`config.mk`:
```
export PLATFORM = sky130hd
export DESIGN_NAME = simd_issue_decode_exec_pipeline_top
export DESIGN_NICKNAME = d
export VERILOG_FILES = /design/src/sv/sidep_pkg.sv /design/src/sv/sidep_cell.sv /design/src/sv/sidep_buffer.sv /design/src/sv/simd_issue_decode_exec_pipeline_top.sv
export SDC_FILE = /design/constraint.sdc
export NUM_CORES = 2
export LEC_CHECK = 0
export BUFFER_PORTS_ARGS = -buffer_cell sky130_fd_sc_hd__clkbuf_2
export CAP_MARGIN = 10
export CORE_MARGIN = 10
export CORE_UTILIZATION = 30
export DETAILED_ROUTE_END_ITERATION = 8
export GPL_ROUTABILITY_DRIVEN = 1
export PLACE_DENSITY = 0.48
export SKIP_CTS_REPAIR_TIMING = 1
export SYNTH_ARGS = -nofsm -noshare
export SYNTH_HDL_FRONTEND = slang
export SYNTH_HIERARCHICAL = 1
export SYNTH_SLANG_ARGS = --single-unit
```
`constraint.sdc`:
```
create_clock -name clk -period 7.1 [get_ports clk]
set_input_delay 1.42 -clock clk [delete_from_list [all_inputs] [get_ports clk]]
set_output_delay 1.42 -clock clk [all_outputs]
set_load 0.05 [all_outputs]
```
`src/sv/sidep_pkg.sv`:
```
// Package for the SIMD issue/decode/execute timing pipeline.
// Holds buffer sizing, item structs, result kind codes and state codes.
// No dependencies.
package sidep_pkg;

  localparam int BUF_DEPTH = 8;
  localparam int IDX_W = $clog2(BUF_DEPTH);
  localparam int CNT_W = $clog2(BUF_DEPTH + 1);
  localparam logic [3:0] MAX_WIDTH = 4'd8;

  // Result kinds.
  localparam logic [1:0] KIND_COMPLETE = 2'd0;
  localparam logic [1:0] KIND_POOL_READY = 2'd1;
  localparam logic [1:0] KIND_ENQ_ANSWER = 2'd2;
  localparam logic [1:0] KIND_TICK_END = 2'd3;

  // Configuration register indexes.
  localparam logic [1:0] CFG_DECODE_LAT = 2'd0;
  localparam logic [1:0] CFG_EXEC_LAT = 2'd1;
  localparam logic [1:0] CFG_STAGE_WIDTH = 2'd2;

  typedef struct packed {
    logic        action;
    logic [15:0] uop_tag;
    logic [5:0]  pool_entry;
    logic [7:0]  ready_after;
  } in_item_t;

  typedef struct packed {
    logic [1:0]  kind;
    logic [15:0] out_tag;
    logic [5:0]  out_pool_entry;
    logic        accepted;
    logic        idle;
    logic        last;
  } out_item_t;

  typedef struct packed {
    logic [15:0] tag;
    logic [5:0]  pool;
    logic [31:0] ready;
  } entry_t;

  // Control from the sequencer to one buffer.
  typedef struct packed {
    logic             rm;
    logic             app;
    logic [CNT_W-1:0] pos;
  } buf_ctrl_t;

  typedef enum logic [2:0] {
    S_IDLE,
    S_COMP,
    S_EXEC,
    S_DEC,
    S_END
  } state_t;

endpackage

```
`src/sv/sidep_cell.sv`:
```
// One buffer cell: holds a single entry and takes its right neighbor's
// entry when the buffer closes a gap. Depends on sidep_pkg.
module sidep_cell (
  input  logic            clk,
  input  logic            shift,
  input  logic            load,
  input  sidep_pkg::entry_t nbr,
  input  sidep_pkg::entry_t new_entry,
  output sidep_pkg::entry_t q
);
  import sidep_pkg::*;

  // A removal shifts data down the row; an append writes the first free cell.
  always_ff @(posedge clk) begin
    if (shift) begin
      q <= nbr;
    end else if (load) begin
      q <= new_entry;
    end
  end

endmodule

```
`src/sv/sidep_buffer.sv`:
```
// Ordered buffer built as a row of cells, oldest entry in cell zero.
// Supports removal at a position and append at the tail. Depends on sidep_pkg.
module sidep_buffer (
  input  logic                       clk,
  input  logic                       rst,
  input  sidep_pkg::buf_ctrl_t       ctrl,
  input  sidep_pkg::entry_t          app_data,
  output sidep_pkg::entry_t          rd_data,
  output logic [sidep_pkg::CNT_W-1:0] count
);
  import sidep_pkg::*;

  entry_t cells [BUF_DEPTH];
  logic [CNT_W-1:0] count_next;

  // Row of cells; each one hands its entry to its left neighbor on removal.
  for (genvar i = 0; i < BUF_DEPTH; i++) begin : g_cell
    logic   sh;
    logic   ld;
    entry_t nb;
    assign sh = ctrl.rm && (CNT_W'(i) >= ctrl.pos) && (i < BUF_DEPTH - 1);
    assign ld = ctrl.app && (CNT_W'(i) == count);
    if (i < BUF_DEPTH - 1) begin : g_mid
      assign nb = cells[i + 1];
    end else begin : g_tail
      assign nb = cells[i];
    end
    sidep_cell u_cell (
      .clk       (clk),
      .shift     (sh),
      .load      (ld),
      .nbr       (nb),
      .new_entry (app_data),
      .q         (cells[i])
    );
  end

  assign rd_data = cells[ctrl.pos[IDX_W-1:0]];

  // Fill count.
  always_comb begin
    count_next = count;
    if (ctrl.rm) begin
      count_next = count - CNT_W'(1);
    end else if (ctrl.app) begin
      count_next = count + CNT_W'(1);
    end
  end

  always_ff @(posedge clk) begin
    if (rst) begin
      count <= '0;
    end else begin
      count <= count_next;
    end
  end

endmodule

```
`src/sv/simd_issue_decode_exec_pipeline_top.sv`:
```
// Top level of the SIMD issue/decode/execute timing pipeline: tick
// sequencer, configuration registers, output register and three buffers.
// Depends on sidep_pkg, sidep_buffer and sidep_cell.
//
//   channel  signals                       direction
//   in       in_valid/in_ready/in_item     enqueue or tick item in
//   out      out_valid/out_ready/out_item  result items out
//   cfg      cfg_valid/cfg_ready/cfg_index/cfg_data  register writes in
//
// A tick is accepted, then the sequencer scans the execute, decode and issue
// buffers in turn, each over the fill count it has when its scan starts,
// stepping one entry per cycle while the output register is not stalled,
// and then emits the tick end. Reset is synchronous; it clears the buffer
// counts, cycle count and sequencer registers and loads the configuration
// registers with their defaults. A stalled output register holds the
// sequencer whenever it must emit.
module simd_issue_decode_exec_pipeline_top (
  input  logic                 clk,
  input  logic                 rst,
  input  logic                 in_valid,
  output logic                 in_ready,
  input  sidep_pkg::in_item_t  in_item,
  output logic                 out_valid,
  input  logic                 out_ready,
  output sidep_pkg::out_item_t out_item,
  input  logic                 cfg_valid,
  output logic                 cfg_ready,
  input  logic [1:0]           cfg_index,
  input  logic [7:0]           cfg_data
);
  import sidep_pkg::*;

  state_t state, state_next;
  logic [7:0]  decode_latency;
  logic [7:0]  exec_latency;
  logic [3:0]  stage_width;
  logic [31:0] cycle_count;
  logic [CNT_W-1:0] pos, pos_next;
  logic [CNT_W-1:0] n, n_next;
  logic [CNT_W-1:0] total, total_next;
  logic        idle_flag, idle_flag_next;

  buf_ctrl_t  iss_ctrl, dec_ctrl, exe_ctrl;
  entry_t     iss_rd, dec_rd, exe_rd;
  entry_t     iss_app, dec_app, exe_app;
  logic [CNT_W-1:0] iss_cnt, dec_cnt, exe_cnt;

  logic       can_emit;
  logic       emit;
  out_item_t  emit_item;
  logic       in_acc;
  logic       cyc_inc;
  logic [3:0] width_sat;
  logic       scan_done;
  logic       move_exec, move_dec, comp_hit;

  assign cfg_ready = 1'b1;
  assign can_emit  = !out_valid || out_ready;
  assign in_ready  = (state == S_IDLE) && can_emit;
  assign in_acc    = in_valid && in_ready;
  assign width_sat = (stage_width > MAX_WIDTH) ? MAX_WIDTH : stage_width;
  assign scan_done = (n == total);

  assign comp_hit  = cycle_count >= exe_rd.ready;
  assign move_exec = (cycle_count >= dec_rd.ready) && ({1'b0, n} < {1'b0, width_sat})
                     && (exe_cnt < CNT_W'(BUF_DEPTH));
  assign move_dec  = (cycle_count >= iss_rd.ready) && ({1'b0, n} < {1'b0, width_sat})
                     && (dec_cnt < CNT_W'(BUF_DEPTH));

  // Configuration registers.
  always_ff @(posedge clk) begin
    if (rst) begin
      decode_latency <= 8'd1;
      exec_latency   <= 8'd8;
      stage_width    <= 4'd1;
    end else if (cfg_valid && cfg_ready) begin
      case (cfg_index)
        CFG_DECODE_LAT:  decode_latency <= cfg_data;
        CFG_EXEC_LAT:    exec_latency   <= cfg_data;
        CFG_STAGE_WIDTH: stage_width    <= cfg_data[3:0];
        default: ;
      endcase
    end
  end

  // Next state and scan counters.
  always_comb begin
    state_next     = state;
    pos_next       = pos;
    n_next         = n;
    total_next     = total;
    idle_flag_next = idle_flag;
    unique case (state)
      S_IDLE: begin
        if (in_acc && !in_item.action) begin
          idle_flag_next = (exe_cnt == '0);
          total_next     = exe_cnt;
          pos_next       = '0;
          n_next         = '0;
          state_next     = S_COMP;
        end
      end
      S_COMP: begin
        if (scan_done) begin
          total_next = dec_cnt;
          pos_next   = '0;
          n_next     = '0;
          state_next = S_EXEC;
        end else if (!comp_hit) begin
          pos_next = pos + CNT_W'(1);
          n_next   = n + CNT_W'(1);
        end else if (can_emit) begin
          n_next = n + CNT_W'(1);
        end
      end
      S_EXEC: begin
        if (scan_done) begin
          total_next = iss_cnt;
          pos_next   = '0;
          n_next     = '0;
          state_next = S_DEC;
        end else if (!move_exec) begin
          pos_next = pos + CNT_W'(1);
          n_next   = n + CNT_W'(1);
        end else if (can_emit) begin
          n_next = n + CNT_W'(1);
        end
      end
      S_DEC: begin
        if (scan_done) begin
          state_next = S_END;
        end else begin
          n_next = n + CNT_W'(1);
          if (!move_dec) begin
            pos_next = pos + CNT_W'(1);
          end
        end
      end
      S_END: begin
        if (can_emit) begin
          state_next = S_IDLE;
        end
      end
      default: state_next = S_IDLE;
    endcase
  end

  // Buffer controls and emitted items.
  always_comb begin
    iss_ctrl  = '{rm: 1'b0, app: 1'b0, pos: pos};
    dec_ctrl  = '{rm: 1'b0, app: 1'b0, pos: pos};
    exe_ctrl  = '{rm: 1'b0, app: 1'b0, pos: pos};
    iss_app   = '{tag: in_item.uop_tag, pool: in_item.pool_entry,
                  ready: cycle_count + {24'd0, in_item.ready_after}};
    dec_app   = '{tag: iss_rd.tag, pool: iss_rd.pool,
                  ready: cycle_count + {24'd0, decode_latency}};
    exe_app   = '{tag: dec_rd.tag, pool: dec_rd.pool,
                  ready: cycle_count + {24'd0, exec_latency}};
    emit      = 1'b0;
    emit_item = '0;
    cyc_inc   = 1'b0;
    unique case (state)
      S_IDLE: begin
        if (in_acc && in_item.action) begin
          emit                   = 1'b1;
          emit_item.kind         = KIND_ENQ_ANSWER;
          emit_item.out_tag      = in_item.uop_tag;
          emit_item.out_pool_entry = in_item.pool_entry;
          emit_item.accepted     = (iss_cnt < CNT_W'(BUF_DEPTH));
          emit_item.last         = 1'b1;
          iss_ctrl.app           = (iss_cnt < CNT_W'(BUF_DEPTH));
        end
      end
      S_COMP: begin
        if (!scan_done && comp_hit && can_emit) begin
          emit              = 1'b1;
          emit_item.kind    = KIND_COMPLETE;
          emit_item.out_tag = exe_rd.tag;
          exe_ctrl.rm       = 1'b1;
        end
      end
      S_EXEC: begin
        if (!scan_done && move_exec && can_emit) begin
          emit                     = 1'b1;
          emit_item.kind           = KIND_POOL_READY;
          emit_item.out_tag        = dec_rd.tag;
          emit_item.out_pool_entry = dec_rd.pool;
          dec_ctrl.rm              = 1'b1;
          exe_ctrl.app             = 1'b1;
        end
      end
      S_DEC: begin
        if (!scan_done && move_dec) begin
          iss_ctrl.rm  = 1'b1;
          dec_ctrl.app = 1'b1;
        end
      end
      S_END: begin
        if (can_emit) begin
          emit           = 1'b1;
          emit_item.kind = KIND_TICK_END;
          emit_item.idle = idle_flag;
          emit_item.last = 1'b1;
          cyc_inc        = 1'b1;
        end
      end
      default: ;
    endcase
  end

  // Sequencer registers.
  always_ff @(posedge clk) begin
    if (rst) begin
      state       <= S_IDLE;
      cycle_count <= '0;
      pos         <= '0;
      n           <= '0;
      total       <= '0;
      idle_flag   <= 1'b0;
    end else begin
      state     <= state_next;
      pos       <= pos_next;
      n         <= n_next;
      total     <= total_next;
      idle_flag <= idle_flag_next;
      if (cyc_inc) begin
        cycle_count <= cycle_count + 32'd1;
      end
    end
  end

  // Output register.
  always_ff @(posedge clk) begin
    if (rst) begin
      out_valid <= 1'b0;
    end else if (emit) begin
      out_valid <= 1'b1;
    end else if (out_ready) begin
      out_valid <= 1'b0;
    end
  end

  always_ff @(posedge clk) begin
    if (emit) begin
      out_item <= emit_item;
    end
  end

  sidep_buffer u_issue (
    .clk (clk), .rst (rst), .ctrl (iss_ctrl), .app_data (iss_app),
    .rd_data (iss_rd), .count (iss_cnt)
  );

  sidep_buffer u_decode (
    .clk (clk), .rst (rst), .ctrl (dec_ctrl), .app_data (dec_app),
    .rd_data (dec_rd), .count (dec_cnt)
  );

  sidep_buffer u_exec (
    .clk (clk), .rst (rst), .ctrl (exe_ctrl), .app_data (exe_app),
    .rd_data (exe_rd), .count (exe_cnt)
  );

endmodule
```
==> results.cfg <==
[critical_path]
worstSetupPathType = register to register
start_kind = register
crit_arrival_ps = 6760
cp_slowest_stage_delay_ps = 1030
crit_required_ps = 7660
worst_path_max_delay_cell = dfxtp_4
critPathMaxFanout = 48
crit_path_end_kind = register
path_cells = buf_4 > buf_4 > mux4_1 > mux2_2 > inv_1 > ha_1 > and4_1 > or4b_1 > a31oi_1 > o21ai_2 > nor3_4 > nand2b_1 > or2_2 > nor3_2 > buf_12 > mux2_2

[timing]
skew_ps = 27.9
fmax_mhz = 161
fin_crit_ps = 6200
setup_tns_ps = 0
finalHoldViolations = 0
rsz0062_at_grt = false
post-route-period-util_pct = 87.3
drv_slew = 0
finalSetupViolCount = 0
slew_headroom_pct = 25.9
tightest_slew_ps = 1100
hold_ws_ps = 485
fin_ws_ps = 899

[synth]
syn-mean-instance-area_um2 = 17.4
yosysWarningCount = 6
postSynthCellCount = 4528
syn-num-nets = 4718
syn-cell-area_mm2 = 0.0787

[die]
num_io_pins = 76
die_h_um = 532
die_area_mm2 = 0.283
die_w_um = 532
core_area_mm2 = 0.262
row_count = 188
initial_core_util_pct = 30.1

[finish]
area_delta_synth_final_pct = 10.2
fillers = 25200
fin_nets = 4819
final_common_cell = edfxtp_1
multi_input_comb_area_mm2 = 0.0348
seqCellArea_mm2 = 0.0399
mostFrequentLayoutCells = edfxtp_1, mux2_4, mux2_2
post-route-cell-area_mm2 = 0.0867
final_core_util_pct = 33.1
drive_above_1_share_pct = 45.9

[route]
drtAntennaViolNets = 0
drt-total-wl_um = 224000
dr.pass1.iters = 9
drc_errors = 0
vias = 41500
viasPerCell = 5.01
drtIter0Drc = 3125
routedWlPerCell_um = 27.0

[power]
ir_worst_vdd_uv = 181
p_leak_uw = 0.0300
p_per_area_mw_per_mm2 = 229

[placement]
io_buffer_count = 74
hpwlAfterDp_um = 140000
place_ws_ps = 873
gp_congestion = 0.776
placed_area_mm2 = 0.0818

[global_route]
grt_pass1_wl_um = 324000
grt_max_degree = 89
grtUsageTotal_pct = 15.3
grt_antenna_before_repair = 6
grt_pass1_vias = 43800
overflow = 0

[job]
drv_cap = 0

[worst_hold_path]
hp-class = register to register

[cts]
htree_levels = 4
insertion_delay_ps = 820
clkTransAtPathRegs_ps = 60
cts_max_path_buffers = 3
clock_sinks = 1356
cts_buffers = 160
cts_root_buffer = clkbuf_16
cts_tree = done

[status]
status = finished, final reports clean
[flip-flops by register name, summed over array words and instances (netlist names)]
| signal | count |
|---|---|
| cycle_count | 32 |
| decode_latency | 8 |
| exec_latency | 8 |
| idle_flag | 1 |
| n | 4 |
| out_item | 27 |
| out_valid | 1 |
| pos | 4 |
| stage_width | 4 |
| state | 3 |
| total | 4 |
| u_decode/count | 4 |
| u_decode/g_cell.u_cell/q | 432 |
| u_exec/count | 4 |
| u_exec/g_cell.u_cell/q | 384 |
| u_issue/count | 4 |
| u_issue/g_cell.u_cell/q | 432 |
[critical path: cells and delay by family (launching register included)]
family / cells / cell delay (ps)
fa+ha+maj: 1 / 140
buf+inv: 4 / 1180
simple gates: 6 / 2020
flops: 1 / 1030
mux: 3 / 990
compound gates: 2 / 470
[metrics by stage]
step,instances,power (µW)
2_1_floorplan,4528,11400
3_3_place_gp,7982,12000
3_5_place_dp,7982,12000
4_1_cts,8278,20100
5_1_grt,8279,20600
6_report,8281,19900
[per-layer routing]
metal	global-route usage, %	routed length (µm)
met1	20.7	102000
met2	25.7	107000
met3	2.06	8790
met4	4.23	5820
met5	0	0
[layout make-up]
cell class	count	area share [%]
clock buffers	210	4.99
clock inverters	86	0.724
flip-flops and latches	1356	46.0
diodes	3	0.00866
repair buffers	236	2.44
multi-input cells	2727	40.1
inverters	148	0.648
well taps	3515	5.07
[power by group]
| part | switching, µW | internal [µW] | leakage [µW] |
|---|---|---|---|
| Clock | 3480 | 4520 | 0.00243 |
| Combinational | 1390 | 1250 | 0.0158 |
| Sequential | 190 | 9030 | 0.0118 |
| Total | 5060 | 14800 | 0.0300 |
[path summary, 6_finish.rpt]
kind | from | to | slack [ps] | depth (start not counted)
worst min register to register | exec_latency[3]$_SDFFE_PP1P_ | exec_latency[3]$_SDFFE_PP1P_ | 480 | 1
worst min-delay path | exec_latency[3]$_SDFFE_PP1P_ | exec_latency[3]$_SDFFE_PP1P_ | 480 | 1
worst max-delay path | pos[1]$_SDFFE_PP0P_ | u_decode/g_cell[0].u_cell/q[51]$_DFFE_PP_ | 900 | 16
worst max register to register | pos[1]$_SDFFE_PP0P_ | u_decode/g_cell[0].u_cell/q[51]$_DFFE_PP_ | 900 | 16
Note: power is estimated with default switching activity, not from simulation.
